[src/design/linear_recurrence_scan_with_gradient_top_assert.svh]
// Assertion macros used by the scan block's back end.
`ifndef LINEAR_RECURRENCE_SCAN_WITH_GRADIENT_TOP_ASSERT_SVH
`define LINEAR_RECURRENCE_SCAN_WITH_GRADIENT_TOP_ASSERT_SVH

// Check a condition at every clock edge outside reset.
`define LRSG_CHECK_NOW(lbl, cond, msg) \
  lbl: assert property (@(posedge clk) disable iff (rst) (cond)) else $error(msg);

// Check that a condition holds in the cycle after a trigger.
`define LRSG_CHECK_NEXT(lbl, ante, cons, msg) \
  lbl: assert property (@(posedge clk) disable iff (rst) (ante) |=> (cons)) else $error(msg);

`endif

[src/design/lrsg_pkg.sv]
// Package with types, constants and fixed-point helpers of the scan block.
`default_nettype none
package lrsg_pkg;

  localparam int MAX_LEN_DEF   = 64;
  localparam int FRAC_BITS_DEF = 16;
  localparam int DATA_W        = 32;
  localparam int STEP_W        = 6;
  localparam int QUEUE_DEPTH   = 2;

  localparam logic MODE_FWD = 1'b0;
  localparam logic MODE_BWD = 1'b1;

  typedef struct packed {
    logic                     mode;
    logic                     first_item;
    logic                     last_item;
    logic signed [DATA_W-1:0] coef_a;
    logic signed [DATA_W-1:0] value_in;
    logic signed [DATA_W-1:0] initial_state;
    logic signed [DATA_W-1:0] prev_state;
  } lrsg_req_t;

  typedef struct packed {
    logic signed [DATA_W-1:0] state_out;
    logic signed [DATA_W-1:0] grad_coef;
    logic signed [DATA_W-1:0] grad_initial;
    logic        [STEP_W-1:0] step_index;
    logic                     last_result;
    logic                     overflow;
  } lrsg_res_t;

  // Classified request handed from the front to the back.
  // step: buffer slot on a write, forward position, or walk start.
  typedef struct packed {
    logic                     mode;
    logic                     first_item;
    logic                     last_item;
    logic                     wen;
    logic                     ovf;
    logic        [STEP_W-1:0] step;
    logic signed [DATA_W-1:0] coef_a;
    logic signed [DATA_W-1:0] value_in;
    logic signed [DATA_W-1:0] initial_state;
    logic signed [DATA_W-1:0] prev_state;
  } lrsg_cmd_t;

  typedef struct packed {
    logic full;
    logic nonempty;
  } lrsg_qstat_t;

  typedef enum logic [2:0] {
    BK_IDLE,
    BK_FWD,
    BK_RD,
    BK_SUM,
    BK_MUL,
    BK_EMIT
  } back_state_t;

  function automatic logic signed [DATA_W-1:0] fx_add(input logic signed [DATA_W-1:0] a,
                                                      input logic signed [DATA_W-1:0] b);
    logic signed [DATA_W:0] s;
    s = {a[DATA_W-1], a} + {b[DATA_W-1], b};
    if (s[DATA_W] != s[DATA_W-1]) begin
      fx_add = s[DATA_W] ? {1'b1, {(DATA_W-1){1'b0}}} : {1'b0, {(DATA_W-1){1'b1}}};
    end else begin
      fx_add = s[DATA_W-1:0];
    end
  endfunction

  // Drop the fraction bits of a full product (floor), then saturate.
  function automatic logic signed [DATA_W-1:0] fx_scale(input logic signed [2*DATA_W-1:0] p,
                                                        input int unsigned sh);
    logic signed [2*DATA_W-1:0] q;
    q = p >>> sh;
    if (q > 64'sh0000_0000_7fff_ffff) begin
      fx_scale = {1'b0, {(DATA_W-1){1'b1}}};
    end else if (q < 64'shffff_ffff_8000_0000) begin
      fx_scale = {1'b1, {(DATA_W-1){1'b0}}};
    end else begin
      fx_scale = q[DATA_W-1:0];
    end
  endfunction

endpackage
`default_nettype wire

[src/design/lrsg_front.sv]
// Front end: accepts requests, tracks fill count and overflow, classifies them.
`default_nettype none
module lrsg_front #(
  parameter int MAX_LEN = lrsg_pkg::MAX_LEN_DEF
) (
  input  wire                 clk,
  input  wire                 rst,
  input  wire                 req_valid,
  output logic                req_stall,
  input  lrsg_pkg::lrsg_req_t req_data,
  input  lrsg_pkg::lrsg_qstat_t qstat,
  output logic                push,
  output lrsg_pkg::lrsg_cmd_t push_data
);

  localparam int CNT_W = $clog2(MAX_LEN + 1);

  logic [CNT_W-1:0] fill_count, fill_count_next;
  logic             overflow_flag, overflow_flag_next;

  logic [CNT_W-1:0] fc, fc_new, step_wide;
  logic             of, full;

  always_comb begin
    fc        = req_data.first_item ? '0 : fill_count;
    of        = req_data.first_item ? 1'b0 : overflow_flag;
    full      = (fc >= CNT_W'(MAX_LEN));
    fc_new    = full ? fc : fc + CNT_W'(1);
    step_wide = fc_new - CNT_W'(1);

    req_stall = qstat.full;
    push      = req_valid && !qstat.full;

    push_data.mode          = req_data.mode;
    push_data.first_item    = req_data.first_item;
    push_data.last_item     = req_data.last_item;
    push_data.wen           = !full;
    push_data.ovf           = of || full;
    push_data.step          = lrsg_pkg::STEP_W'(step_wide);
    push_data.coef_a        = req_data.coef_a;
    push_data.value_in      = req_data.value_in;
    push_data.initial_state = req_data.initial_state;
    push_data.prev_state    = req_data.prev_state;

    fill_count_next    = fill_count;
    overflow_flag_next = overflow_flag;
    if (push) begin
      if (req_data.last_item) begin
        fill_count_next    = '0;
        overflow_flag_next = 1'b0;
      end else begin
        fill_count_next    = fc_new;
        overflow_flag_next = of || full;
      end
    end
  end

  always_ff @(posedge clk) begin
    if (rst) begin
      fill_count    <= '0;
      overflow_flag <= 1'b0;
    end else begin
      fill_count    <= fill_count_next;
      overflow_flag <= overflow_flag_next;
    end
  end

endmodule
`default_nettype wire

[config.mk]
export PLATFORM = sky130hd
export DESIGN_NAME = lrsg_front
export DESIGN_NICKNAME = d
export VERILOG_FILES = /design/src/design/linear_recurrence_scan_with_gradient_top_assert.svh /design/src/design/lrsg_pkg.sv /design/src/design/lrsg_front.sv
export SDC_FILE = /design/constraint.sdc
export NUM_CORES = 1
export LEC_CHECK = 0
export BUFFER_PORTS_ARGS = -buffer_cell sky130_fd_sc_hd__buf_2
export CAP_MARGIN = 10
export CORE_AREA = 2 2 108 110
export DETAILED_ROUTE_END_ITERATION = 16
export DIE_AREA = 0 0 110 112
export PLACE_DENSITY_LB_ADDON = 0.15
export SYNTH_ARGS = -nofsm -noshare
export SYNTH_HDL_FRONTEND = slang
export SYNTH_SLANG_ARGS = --single-unit
[constraint.sdc]
create_clock -name clk -period 6 [get_ports clk]
set_input_delay 1.2 -clock clk [delete_from_list [all_inputs] [get_ports clk]]
set_output_delay 1.2 -clock clk [all_outputs]
set_load 0.01 [all_outputs]
==> flow_metrics.env <==
export IMPL_status="finished clean"
export IMPL_worstMarginPinSlew_ps=537
export IMPL_min_path_cells=2
export IMPL_r2r_start="fill_count[0]"
export IMPL_cp_arrival_ps=2840
export IMPL_maxSlewViolCount=0
export IMPL_rsz0062_at_grt="no"
export IMPL_criticalPathCategory="input pin to primary output"
export IMPL_num_rows=39
export IMPL_cp_required_ps=4800
export IMPL_setup_viol=0
export IMPL_ctsResizeCount=0
export IMPL_p_int_uw=146
export IMPL_clock_skew_ps=2.22
export IMPL_ctsHoldBuffers=0
export IMPL_synth_edf_count=0
export IMPL_multiInputGateArea_um2=412
export IMPL_grt_pass1_vias=738
export IMPL_pre_cts_ws_ps=1930
export IMPL_cts_buffer_depth=2
export IMPL_n_fill_cell=1293
export IMPL_wl_per_cell_um=15.6
export IMPL_cts_tree="yes"
export IMPL_ys_flop_type="dfxtp_1"
export IMPL_drive_gt1_frac=0.250
export IMPL_cp_startpoint="req_data[129]"
export IMPL_syn_area_mm2=0.00160
export IMPL_r2r_slack_ps=4380
export IMPL_synth_cells=208
export IMPL_r2r_end="fill_count[2]"
export IMPL_fin_crit_ps=4040
export IMPL_antenna_found_initial=0
export IMPL_finalWeightedCongestion=0.615
export IMPL_nNetsFinal=232
export IMPL_fp_dieW_um=110
export IMPL_port_buffer_count=17
export IMPL_p_per_area_mw_per_mm2=199
export IMPL_cts_sink_count=8
export IMPL_die_h_um=112
export IMPL_setup_ws_ps=1960
export IMPL_path_clk_slew_ps=40
export IMPL_worst_hold_path_endpoint="overflow_flag"
export IMPL_power_leakage_uw=0.000372
export IMPL_grt_max_degree=18
export IMPL_n_antenna_cell=0
export IMPL_grt_ovfl_total=0
export IMPL_post_route_period_util=0.673
export IMPL_p_switching_uw=38.2
export IMPL_startpoint_type="input pin"
export IMPL_ir_worst_vdd_uv=59.5
export IMPL_tns_ps=0
export IMPL_fmax_mhz=248
export IMPL_end_kind="primary output"
export IMPL_maxCapViolations=0
export IMPL_final_common_cell="buf_2"
export IMPL_swShare=0.208
export IMPL_routed_via_density=2.93
export IMPL_regArea_um2=160
export IMPL_syn_num_nets=346
export IMPL_power_uw=184
export IMPL_grt_pass1_wl_um=5200
export IMPL_cts_buffers=3
export IMPL_yosysWarnings=0
export IMPL_min_delay_start="overflow_flag"
export IMPL_finalHoldViolCount=0
export IMPL_path_max_fanout=17
export IMPL_min_path_type="register to register"
export IMPL_h_tree_depth=1
export IMPL_syn_to_final_growth_pct=-42.2
export IMPL_relSlewSlack=0.640
export IMPL_power_frac_clock=0.615
export IMPL_synth_seq_cells=8
export IMPL_avgSynthCellArea_um2=7.70
export IMPL_post_place_cells=232
export IMPL_rr_worst_depth=6
export IMPL_ys_types=32
export IMPL_wl_um=3670
export IMPL_async_reset_ff_frac=0
export IMPL_die_area_mm2=0.0123
export IMPL_pin_count=277
export IMPL_mostFrequentLayoutCells="buf_2 (17), nor2_1 (9), dfxtp_1 (8), nand2b_1 (7), nand2_1 (7)"
export IMPL_seqPwrFrac=0.296
export IMPL_insertion_delay_ps=230
export IMPL_initial_core_util=0.143
export IMPL_drc=0
export IMPL_dpl_hpwl_um=3080
export IMPL_first_pass_iters=4
export IMPL_detail_route_antenna_nets=0
export IMPL_p_comb_frac=0.090
export IMPL_ys_seq_area_frac=0.100
export IMPL_drt_initial_drc_count=12
export IMPL_final_cells=235
export IMPL_post_cts_setup_buffers=0
export IMPL_grtUsageTotal=0.0596
export IMPL_ctsRootBufferMaster="clkbuf_16"
export IMPL_core_mm2=0.0112
export IMPL_vias=689
[cells by family (layout without fill, tap and decap cells)]
family,after synthesis,count (layout),share of synthesized area
AND/OR/NAND/NOR,35,35,0.124
flip-flops,8,8,0.100
adder cells (fa/ha/maj),2,2,0.0156
XOR/XNOR,5,5,0.0273
multiplexers,2,2,0.0125
AO/OA/AOI/OAI,16,16,0.0774
buffers and inverters,140,24,0.643
[final cells by class]
class	instances	area share
inverter	4	0.0162
clock buffer	3	0.0811
tap	143	0.193
multi-input combinational	60	0.445
timing repair buffer	17	0.0919
sequential	8	0.173
[metrics by stage]
| step | hold slack (ps) | instance area (um^2) | util |
|---|---|---|---|
| after detailed placement | 503 | 851 | 0.0761 |
| after floorplan | 470 | 1600 | - |
| after global routing | 543 | 926 | 0.0829 |
| after CTS | 515 | 926 | 0.0829 |
| final | 505 | 926 | 0.0829 |
| after global placement | 497 | 851 | 0.0761 |
[registers in the layout, summed over array words and instances (netlist names)]
signal         cells
fill_count         7
overflow_flag      1
[worst max-delay path: stages]
cell	delay (ps)
buf_2	310
nor2b_1	90
ha_1	250
nand4b_1	120
mux2i_1	370
nand4_1	180
xnor2_1	160
buf_2	150
[power by group through the flow]
| stage | combinational (uW) | clock, uW | sequential [uW] |
|---|---|---|---|
| 2_1_floorplan | 99.5 | 0 | 55.1 |
| 3_3_place_gp | 17.3 | 0 | 55.2 |
| 3_5_place_dp | 17.1 | 0 | 55.2 |
| 4_1_cts | 17.2 | 118 | 54.3 |
| 5_1_grt | 18.8 | 118 | 54.4 |
| 6_report | 16.5 | 113 | 54.3 |
[routing by layer]
| metal | GRT usage | part of all wire |
|---|---|---|
| met1 | 0.0459 | 0.28 |
| met2 | 0.0986 | 0.50 |
| met3 | 0.0351 | 0.15 |
| met4 | 0.0591 | 0.067 |
| met5 | 0 | 0 |
[worst max-delay path by stage]
stage,to,slack (ps),cells after the start
after floorplan,push_data[133],2310,6
after global placement,push_data[132],1900,8
after detailed placement,push_data[133],1930,8
after CTS,push_data[133],1930,8
after global routing,push_data[133],1730,8
final,push_data[133],1960,8
[cell usage after synthesis, types with 2 or more instances]
cell type | n | area share
dfxtp_1 | 8 | 0.10
inv_1 | 4 | 0.0094
o21ai_0 | 3 | 0.0094
nor2b_1 | 4 | 0.016
nand2b_1 | 7 | 0.027
a21oi_1 | 6 | 0.019
xnor2_1 | 3 | 0.016
ha_1 | 2 | 0.016
mux2i_1 | 2 | 0.013
xor2_1 | 2 | 0.011
nand2_1 | 7 | 0.016
buf_4 | 132 | 0.62
nor2_1 | 9 | 0.021
Power figures use the tool's default switching activity.
