## src/design/linear_recurrence_scan_with_gradient_top_assert.svh

```systemverilog
// Assertion macros used by the scan block's back end.
`ifndef LINEAR_RECURRENCE_SCAN_WITH_GRADIENT_TOP_ASSERT_SVH
`define LINEAR_RECURRENCE_SCAN_WITH_GRADIENT_TOP_ASSERT_SVH

// Check a condition at every clock edge outside reset.
`define LRSG_CHECK_NOW(lbl, cond, msg) \
  lbl: assert property (@(posedge clk) disable iff (rst) (cond)) else $error(msg);

// Check that a condition holds in the cycle after a trigger.
`define LRSG_CHECK_NEXT(lbl, ante, cons, msg) \
  lbl: assert property (@(posedge clk) disable iff (rst) (ante) |=> (cons)) else $error(msg);

`endif

```

## src/design/lrsg_pkg.sv

```systemverilog
// Package with types, constants and fixed-point helpers of the scan block.
`default_nettype none
package lrsg_pkg;

  localparam int MAX_LEN_DEF   = 64;
  localparam int FRAC_BITS_DEF = 16;
  localparam int DATA_W        = 32;
  localparam int STEP_W        = 6;
  localparam int QUEUE_DEPTH   = 2;

  localparam logic MODE_FWD = 1'b0;
  localparam logic MODE_BWD = 1'b1;

  typedef struct packed {
    logic                     mode;
    logic                     first_item;
    logic                     last_item;
    logic signed [DATA_W-1:0] coef_a;
    logic signed [DATA_W-1:0] value_in;
    logic signed [DATA_W-1:0] initial_state;
    logic signed [DATA_W-1:0] prev_state;
  } lrsg_req_t;

  typedef struct packed {
    logic signed [DATA_W-1:0] state_out;
    logic signed [DATA_W-1:0] grad_coef;
    logic signed [DATA_W-1:0] grad_initial;
    logic        [STEP_W-1:0] step_index;
    logic                     last_result;
    logic                     overflow;
  } lrsg_res_t;

  // Classified request handed from the front to the back.
  // step: buffer slot on a write, forward position, or walk start.
  typedef struct packed {
    logic                     mode;
    logic                     first_item;
    logic                     last_item;
    logic                     wen;
    logic                     ovf;
    logic        [STEP_W-1:0] step;
    logic signed [DATA_W-1:0] coef_a;
    logic signed [DATA_W-1:0] value_in;
    logic signed [DATA_W-1:0] initial_state;
    logic signed [DATA_W-1:0] prev_state;
  } lrsg_cmd_t;

  typedef struct packed {
    logic full;
    logic nonempty;
  } lrsg_qstat_t;

  typedef enum logic [2:0] {
    BK_IDLE,
    BK_FWD,
    BK_RD,
    BK_SUM,
    BK_MUL,
    BK_EMIT
  } back_state_t;

  function automatic logic signed [DATA_W-1:0] fx_add(input logic signed [DATA_W-1:0] a,
                                                      input logic signed [DATA_W-1:0] b);
    logic signed [DATA_W:0] s;
    s = {a[DATA_W-1], a} + {b[DATA_W-1], b};
    if (s[DATA_W] != s[DATA_W-1]) begin
      fx_add = s[DATA_W] ? {1'b1, {(DATA_W-1){1'b0}}} : {1'b0, {(DATA_W-1){1'b1}}};
    end else begin
      fx_add = s[DATA_W-1:0];
    end
  endfunction

  // Drop the fraction bits of a full product (floor), then saturate.
  function automatic logic signed [DATA_W-1:0] fx_scale(input logic signed [2*DATA_W-1:0] p,
                                                        input int unsigned sh);
    logic signed [2*DATA_W-1:0] q;
    q = p >>> sh;
    if (q > 64'sh0000_0000_7fff_ffff) begin
      fx_scale = {1'b0, {(DATA_W-1){1'b1}}};
    end else if (q < 64'shffff_ffff_8000_0000) begin
      fx_scale = {1'b1, {(DATA_W-1){1'b0}}};
    end else begin
      fx_scale = q[DATA_W-1:0];
    end
  endfunction

endpackage
`default_nettype wire

```

## src/design/lrsg_queue.sv

```systemverilog
// Short command queue between the front end and the back end.
`default_nettype none
module lrsg_queue (
  input  wire                   clk,
  input  wire                   rst,
  input  wire                   push,
  input  lrsg_pkg::lrsg_cmd_t   push_data,
  input  wire                   pop,
  output lrsg_pkg::lrsg_qstat_t qstat,
  output lrsg_pkg::lrsg_cmd_t   head
);

  localparam int PTR_W = (lrsg_pkg::QUEUE_DEPTH > 1) ? $clog2(lrsg_pkg::QUEUE_DEPTH) : 1;
  localparam int CNT_W = $clog2(lrsg_pkg::QUEUE_DEPTH + 1);

  lrsg_pkg::lrsg_cmd_t slots [lrsg_pkg::QUEUE_DEPTH];

  logic [PTR_W-1:0] wr_ptr, rd_ptr;
  logic [CNT_W-1:0] count;
  logic             do_push, do_pop;

  function automatic logic [PTR_W-1:0] ptr_inc(input logic [PTR_W-1:0] p);
    ptr_inc = (p == PTR_W'(lrsg_pkg::QUEUE_DEPTH - 1)) ? '0 : p + PTR_W'(1);
  endfunction

  always_comb begin
    qstat.full     = (count == CNT_W'(lrsg_pkg::QUEUE_DEPTH));
    qstat.nonempty = (count != '0);
    do_push        = push && !qstat.full;
    do_pop         = pop && qstat.nonempty;
    head           = slots[rd_ptr];
  end

  always_ff @(posedge clk) begin
    if (do_push) begin
      slots[wr_ptr] <= push_data;
    end
  end

  always_ff @(posedge clk) begin
    if (rst) begin
      wr_ptr <= '0;
      rd_ptr <= '0;
      count  <= '0;
    end else begin
      if (do_push) begin
        wr_ptr <= ptr_inc(wr_ptr);
      end
      if (do_pop) begin
        rd_ptr <= ptr_inc(rd_ptr);
      end
      unique case ({do_push, do_pop})
        2'b10:   count <= count + CNT_W'(1);
        2'b01:   count <= count - CNT_W'(1);
        default: count <= count;
      endcase
    end
  end

endmodule
`default_nettype wire

```

## config.mk

```make
export PLATFORM = sky130hd
export DESIGN_NAME = lrsg_queue
export DESIGN_NICKNAME = d
export VERILOG_FILES = /design/src/design/linear_recurrence_scan_with_gradient_top_assert.svh /design/src/design/lrsg_pkg.sv /design/src/design/lrsg_queue.sv
export SDC_FILE = /design/constraint.sdc
export NUM_CORES = 1
export LEC_CHECK = 0
export ABC_AREA = 1
export BUFFER_PORTS_ARGS = -buffer_cell sky130_fd_sc_hd__buf_4
export CORE_UTILIZATION = 29
export CTS_CLUSTER_SIZE = 30
export DETAILED_ROUTE_END_ITERATION = 16
export PLACE_DENSITY = 0.56
export SLEW_MARGIN = 15
export SYNTH_ARGS = -nofsm -noshare
export SYNTH_HDL_FRONTEND = slang
export SYNTH_SLANG_ARGS = --single-unit
export TNS_END_PERCENT = 30
```

## constraint.sdc

```tcl
create_clock -name clk -period 8.45 [get_ports clk]
set_input_delay 0.4225 -clock clk [delete_from_list [all_inputs] [get_ports clk]]
set_output_delay 0.4225 -clock clk [all_outputs]
set_load 0.005 [all_outputs]
```

==> impl_metrics.ini, run 1 <==
[place]
placement.io_buffers = 283
dpl.cell_count = 1200
pre_cts_slack_ns = 5.66
hpwl_um = 13300
routabilityCongestion = 0.701
placed_cell_area_mm2 = 0.0129

[critical_path]
worstPathArrival_ns = 2.40
cp_max_fo = 66
cp-end-kind = output port
required_ns = 8.03
worstSetupPathType = register to output port
cp-start-kind = register

[global_route]
grt_pass1_wl_um = 30900
antenna_found_initial = 0
overflow = 0
track_usage_pct = 11.1
grt_pass1_vias = 5492
grt_start_max_net_pins = 75

[timing]
final.min_clock_period_ns = 2.82
finalSetupViolCount = 0
tns_ns = 0
rsz0062_at_grt = false
hold_viol = 0
worst_clock_skew_ns = 0.00662
drv_slew = 0
fmax_ghz = 0.354
min_period_over_period_pct = 33.4
worst_pin_slew_ns = 0.971
worst_slack_ns = 5.63
relSlewSlack_pct = 35.3

[synth]
avgSynthCellArea_um2 = 21.8
synth_top_area_cell = edfxtp_1
ys_types = 13
synth_warnings = 0
syn-cell-area_mm2 = 0.0103
synth_area_leaders = edfxtp_1 (81%), mux2_2 (15%), buf_6 (1.2%)
synth_top_area_share_pct = 81.0
synth_seq_cells = 283
netlist_instances = 472
syn_nets = 616
yosysSeqAreaShare_pct = 82.0

[final_layout]
final_cell_area_mm2 = 0.0138
nets = 921
antenna_cells = 0
instances_no_fill = 1254
drive_above_1_share_pct = 58.1
syn_to_final_growth_pct = 33.9

[power_and_ir_drop]
ir_drop_uv = 148
p_leak_nw = 5.07
powerDensity_mw_per_mm2 = 263

[detailed_routing]
viasPerCell = 4.21
postRouteWirelength_um = 21000
ant_nets = 0
route.detailed.drc = 0
firstDrtPassIters = 6
initialDrtViolationCount = 185
vias = 5283
wl_per_cell_um = 16.8

[die]
die_area_mm2 = 0.0363
rows = 68
pin_count = 284
die_h_um = 191
core_mm2 = 0.0348
initial_core_util_pct = 29.6
die_w_um = 191

[worst_hold_path]
hp-class = input port to register

[clocking]
postCtsResizedCells = 0
hold_buffers = 0
cts_tree = done
path_clk_slew_ns = 0.06
numCtsBuffers = 30
h-tree-depth = 1
insertion_delay_ns = 0.54
clock-root-buffer = clkbuf_16
clock_sinks = 283
postCtsSetupRepairBufs = 0
clk_path_buf_depth = 3

[flow_run]
maxCapViolCount = 0

[outcome]
status = completed
==> metal layers <==
layer,up-vias,GRT usage (%),share of wire (%),routed length [um]
li1,2466,-,-,-
met1,2603,13.4,40,8510
met2,182,18.5,48,10100
met3,32,3.85,9.1,1920
met4,0,3.38,2.2,464
met5,-,0,0,0
==> final cells by class <==
cell class / instances / area [um2]
clock inverter: 11 / 73.8
timing repair buffer: 288 / 2160
tap: 455 / 569
clock buffer: 43 / 821
inverter: 10 / 42.5
fill: 3187 / 21000
multi-input combinational: 164 / 1680
sequential: 283 / 8450
==> placed cells by master (no fill, tap or decap), drive strengths merged <==
cell type  count
buf          288
edfxtp       278
mux2         139
clkbuf        43
nor2          12
inv           10
clkinv        10
nand2          8
dfxtp          5
o21ai          2
a21oi          1
nand4          1
ha             1
bufinv         1
==> metrics by stage <==
step	hold slack (ns)	utilization [%]	power, W
after floorplan	0.465	-	0.00214
after global placement	0.479	37.1	0.00248
after detailed placement	0.499	37.1	0.00248
after CTS	0.0239	39.7	0.00369
after global routing	0.0241	39.7	0.00380
final	0.0607	39.7	0.00363
==> worst paths after layout <==
| check | startpoint | to | slack (ns) | cells after the start |
|---|---|---|---|---|
| worst max register to register | count[1] | slots[1][6] | 5.81 | 6 |
| worst min register to register | count[1] | count[1] | 0.51 | 2 |
| worst min-delay path | push_data[64] | slots[1][64] | 0.06 | 1 |
| worst max-delay path | register | head[19] | 5.63 | 3 |
==> critical path, cell delays in order, from the launching register on <==
cell and delay (ns):
dfxtp_4 0.46, buf_4 0.72, mux2_2 0.42, buf_4 0.15
==> kinds of logic (layout without fill, tap and decap cells) <==
kind of cell | count (synthesis) | count (layout) | synth area share, %
and+or+nand+nor | 21 | 21 | 0.789
DFF | 283 | 283 | 82.0
adders and majority gates | 1 | 1 | 0.121
AOI/OAI and AO/OA | 3 | 3 | 0.146
buffers and inverters | 25 | 352 | 1.81
muxes | 139 | 139 | 15.2
==> sequential cells by signal (all words and copies together) (netlist names), named ones only <==
| register | count |
|---|---|
| count | 2 |
| rd_ptr | 1 |
| slots | 278 |
| wr_ptr | 1 |
==> Yosys cell counts <==
cell and instances:
ha_1 1, buf_2 2, edfxtp_1 278, dfxtp_1 5
nand2_1 8, a21oi_1 1, mux2_2 139, buf_4 2
nand4_1 1, buf_6 11, inv_1 10, o21ai_0 2
nor2_1 12
==> power by group <==
part | internal, W | leakage (nW) | total [W] | switching, W
clock network | 0.000698 | 0.431 | 0.00120 | 0.000498
logic | 0.000372 | 2.00 | 0.000680 | 0.000308
registers | 0.00172 | 2.64 | 0.00175 | 0.0000332
total | 0.00279 | 5.07 | 0.00363 | 0.000839
(Power assumes the default switching activity.)
==> run 2, diff against run 1 <==
==> constraint.sdc (replaced) <==
create_clock -name clk -period 2.6 [get_ports clk]
set_input_delay 0.13 -clock clk [delete_from_list [all_inputs] [get_ports clk]]
set_output_delay 0.13 -clock clk [all_outputs]
set_load 0.005 [all_outputs]
==> run 2 against run 1 <==
Core utilization increased by 4.7 points. Cell count increased by 12%. Worst setup slack got worse by 5.2 ns. Critical path depth unchanged. Routed wire length increased by 5.8%. Non-clock buffer count increased by 149. Die area unchanged. Clock-buffer cell count increased by 1. Sequential power increased to 3.3 times the previous value. Final area increased by 12%. Power increased to 3.3 times the previous value. Global-route usage increased by 0.79 points. Largest power group unchanged. Highest routed layer unchanged.
==> impl_metrics.ini, run 2 (same netlist as run 1, synthesis figures left out) <==
[power_and_ir_drop]
powerDensity_mw_per_mm2 = 785
ir_drop_uv = 553
p_leak_nw = 5.74

[critical_path]
max_stage_delay_ns = 0.60
cp-start-kind = register
cp-end-kind = output port
crit_path_cell_trace = buf_4 -> mux2_2 -> buf_4
worstPathArrival_ns = 2.04
rr_endpoint = slots[1][15]
required_ns = 2.47
worstSetupPathType = register to output port
r2r_cells = 7
slowest_stage = dfxtp_4
ff2ff_setup_slack_ns = 0.78
cpMostUsedCell = buf_4
r2r_start = count[1]
cp_max_fo = 22

[place]
hpwl_um = 13800
placement.io_buffers = 283
pre_cts_slack_ns = 0.748
dpl.cell_count = 1207
routabilityCongestion = 0.716
placed_cell_area_mm2 = 0.0131

[final_layout]
reg_top3 = slots x278, count x2
final_common_cell = buf_4
syn_to_final_growth_pct = 49.8
layout_common_cells = buf_4 (285), edfxtp_1 (278), dlygate4sd3_1 (142)
nets = 1070
largest_reg_flops = 278
instances_no_fill = 1404
drive_above_1_share_pct = 51.2
largest-register = slots
final_cell_area_mm2 = 0.0154

[global_route]
antenna_found_initial = 1
grt_start_max_net_pins = 74
grt_pass1_vias = 6272
overflow = 0
grt_pass1_wl_um = 33600
track_usage_pct = 11.9

[timing]
final.min_clock_period_ns = 2.17
min_period_over_period_pct = 83.4
finalSetupViolCount = 0
drv_slew = 0
fmax_ghz = 0.461
rsz0062_at_grt = false
worst_slack_ns = 0.432
worst_clock_skew_ns = 0.00852
hold_ws_ns = 0.160
tns_ns = 0
relSlewSlack_pct = 69.6
worst_pin_slew_ns = 0.455
hold_viol = 0

[die]
die_h_um = 191
initial_core_util_pct = 29.6
rows = 68
die_area_mm2 = 0.0363
pin_count = 284
die_w_um = 191
core_mm2 = 0.0348

[clocking]
clock-root-buffer = clkbuf_16
h-tree-depth = 1
path_clk_slew_ns = 0.06
clock_sinks = 283
insertion_delay_ns = 0.54
numCtsBuffers = 30
clk_path_buf_depth = 3
postCtsSetupRepairBufs = 0
cts_tree = done

[worst_hold_path]
worstHoldStart = push
hold_end = count[0]
hp-class = input port to register
min_path_cells = 6

[detailed_routing]
postRouteWirelength_um = 22300
vias = 5872
ant_nets = 0
wl_per_cell_um = 15.9
initialDrtViolationCount = 237
route.detailed.drc = 0
firstDrtPassIters = 4
viasPerCell = 4.18

[outcome]
status = completed

[flow_run]
maxCapViolCount = 0
run 2: changes by cell type in the layout (fill, tap and decap cells not counted), sizes merged:
cell,before,now
inv,10,9
bufinv,1,0
diode,0,2
clkinv,10,8
clkinvlp,0,2
dlygate4sd3,0,142
clkbuf,43,44
buf,288,295
run 2: what timing repair did:
item	in CTS	in global routing
hold buffers	142	0
hold endpoints to repair	283	0
resized for setup	0	0
run 2: routing by layer:
metal  vias up  global-route usage (%)  wire [um]
li1       2765                       -          -
met1      2874                    14.2       8940
met2       191                    20.5      11100
met3        42                    3.55       1710
met4         0                    3.38        477
met5         -                       0          0
run 2: layout make-up:
| type | count | area (um2) |
|---|---|---|
| multi-input combinational | 164 | 1700 |
| antenna | 2 | 5.00 |
| inverter | 10 | 41.3 |
| sequential | 283 | 8450 |
| clock buffer | 44 | 865 |
| timing repair buffer | 437 | 3760 |
| tap | 455 | 569 |
| clock inverter | 9 | 43.8 |
| fill | 3048 | 19400 |
run 2: worst max-delay path by stage:
stage,from,endpoint,slack (ns),cells past startpoint
detailed placement,count[1],slots[1][10],0.75,7
CTS,register,head[37],0.35,3
global route,register,head[91],0.30,3
floorplan,count[1],slots[0][0],-0.48,5
global placement,count[1],slots[1][10],0.78,7
finish,register,head[35],0.43,3
run 2: metrics by stage:
stage          power, W  utilization, %
2_1_floorplan   0.00693               -
3_3_place_gp    0.00815            37.7
3_5_place_dp    0.00816            37.7
4_1_cts          0.0123            44.4
5_1_grt          0.0127            44.4
6_report         0.0121            44.4
run 2: report_power, final:
group	total (W)	switching [W]	internal (W)
sequential	0.00572	0.000137	0.00558
combinational	0.00248	0.00105	0.00144
clock	0.00392	0.00164	0.00228
run 2: worst max-delay path: cells and delay by family (launching register included):
family / cells / cell delay (ns)
buf+inv: 2 / 0.50
flops: 1 / 0.60
mux: 1 / 0.39
==> run 3, diff against run 2 <==
==> constraint.sdc (replaced) <==
create_clock -name clk -period 2.2 [get_ports clk]
set_input_delay 0.11 -clock clk [delete_from_list [all_inputs] [get_ports clk]]
set_output_delay 0.11 -clock clk [all_outputs]
set_load 0.005 [all_outputs]
==> run 3 against run 2 <==
Register-to-register slack got worse by 0.25 ns. Die area unchanged. Critical endpoint is now head[105]. Combinational power increased by 18%. Global-route usage decreased by 0.19 points. Sequential power increased by 18%. Flip-flop and latch count unchanged. Clock skew increased by 0.0038 ns. Via count decreased by 0.73%. Critical path depth unchanged. Worst setup slack got worse by 0.25 ns. Largest cell class unchanged.
==> impl_metrics.ini, run 3 (same netlist as run 1, synthesis figures left out) <==
[power_and_ir_drop]
swShare_pct = 23.5
p_leak_nw = 5.74
p_comb_share_pct = 20.0
powerDensity_mw_per_mm2 = 945
seq_power_share_pct = 46.1
ir_drop_uv = 698
power_frac_clock_pct = 33.9
p_int_w = 0.0112
switching_power_w = 0.00342

[global_route]
overflow = 0
track_usage_pct = 11.7
grt_pass1_vias = 6202
antenna_found_initial = 3
grt_start_max_net_pins = 76
grt_pass1_wl_um = 33000

[detailed_routing]
firstDrtPassIters = 4
vias = 5829
ant_nets = 0
viasPerCell = 4.15
route.detailed.drc = 0
wl_per_cell_um = 15.7
initialDrtViolationCount = 194
postRouteWirelength_um = 22000

[die]
initial_core_util_pct = 29.6
rows = 68
die_w_um = 191
core_mm2 = 0.0348
die_area_mm2 = 0.0363
pin_count = 284
die_h_um = 191

[timing]
final.min_clock_period_ns = 2.02
fmax_ghz = 0.495
drv_slew = 0
worst_clock_skew_ns = 0.0123
min_period_over_period_pct = 91.8
finalSetupViolCount = 0
worst_slack_ns = 0.181
worst_pin_slew_ns = 0.505
hold_viol = 0
relSlewSlack_pct = 66.4
rsz0062_at_grt = false

[critical_path]
ff2ff_setup_slack_ns = 0.53
r2r_cells = 6
required_ns = 2.09
worstPathArrival_ns = 1.91
cp-end-kind = output port
rr_endpoint = slots[0][98]
worstSetupPathType = register to output port
r2r_start = count[1]
cp-start-kind = register
cp_max_fo = 59

[clocking]
h-tree-depth = 1
clock-root-buffer = clkbuf_16
clk_path_buf_depth = 3
postCtsSetupRepairBufs = 0
cts_tree = done
numCtsBuffers = 31
hold_buffers = 142
path_clk_slew_ns = 0.06
insertion_delay_ns = 0.55
clock_sinks = 283
postCtsResizedCells = 0

[worst_hold_path]
hold_end = slots[0][55]
hp-class = input port to register
min_path_cells = 2
worstHoldStart = push_data[55]

[final_layout]
utilization_pct = 44.4
largest_reg_flops = 278
reg_top3 = slots x278, count x2
nets = 1068
largest-register = slots
fill_cells = 3078
drive_above_1_share_pct = 51.3
final_common_cell = buf_4
layout_common_cells = buf_4 (286), edfxtp_1 (278), dlygate4sd3_1 (142)
syn_to_final_growth_pct = 49.8

[outcome]
status = completed

[place]
routabilityCongestion = 0.696
hpwl_um = 13700
pre_cts_slack_ns = 0.559
placement.io_buffers = 283

[flow_run]
maxCapViolCount = 0
-- run 3: area by class of cell --
class	count	area [um2]	area share, %
diodes	3	7.51	0.0486
clock buffers	32	779	5.05
clock inverters	25	201	1.30
inverters	10	41.3	0.267
multi-input cells	164	1700	11.0
flip-flops and latches	283	8450	54.8
well taps	455	569	3.69
repair buffers	434	3690	23.9
-- run 3: metal layers --
| metal | part of all wire [%] | global-route usage [%] |
|---|---|---|
| met1 | 40 | 13.7 |
| met2 | 50 | 20.2 |
| met3 | 7.2 | 3.81 |
| met4 | 2.5 | 3.66 |
| met5 | 0 | 0 |
-- run 3: how the worst max path moves through the flow --
| stage | cells past startpoint | endpoint | slack, ns | start |
|---|---|---|---|---|
| 2_1_floorplan | 5 | slots[0][0] | -0.88 | count[1] |
| 3_3_place_gp | 6 | slots[0][74] | 0.58 | count[1] |
| 3_5_place_dp | 6 | slots[0][30] | 0.56 | count[1] |
| 4_1_cts | 3 | head[105] | 0.13 | register |
| 5_1_grt | 3 | head[104] | 0.08 | register |
| 6_report | 3 | head[105] | 0.18 | register |
-- run 3: power by group through the flow --
stage | sequential (W) | combinational (W) | clock [W]
finish | 0.00673 | 0.00292 | 0.00494
floorplan | 0.00683 | 0.00136 | 0
CTS | 0.00673 | 0.00299 | 0.00512
global placement | 0.00682 | 0.00277 | 0
detailed placement | 0.00684 | 0.00276 | 0
global route | 0.00678 | 0.00317 | 0.00531
-- run 3: through the flow --
step / cells / total power [W] / TNS, ns / hold slack (ns) / area [um2]
2_1_floorplan: 472 / 0.00819 / -243.92 / 0.209 / 10300
3_3_place_gp: 1204 / 0.00959 / 0 / 0.295 / 13000
3_5_place_dp: 1204 / 0.00961 / 0 / 0.297 / 13000
4_1_cts: 1403 / 0.0148 / 0 / 0.241 / 15400
5_1_grt: 1406 / 0.0152 / 0 / 0.261 / 15400
6_report: 1406 / 0.0146 / 0 / 0.289 / 15400
-- run 3: critical path, stage by stage (launching register included) --
cell and delay [ns]:
dfxtp_4 0.44, buf_12 0.32, mux2_2 0.39, buf_4 0.14
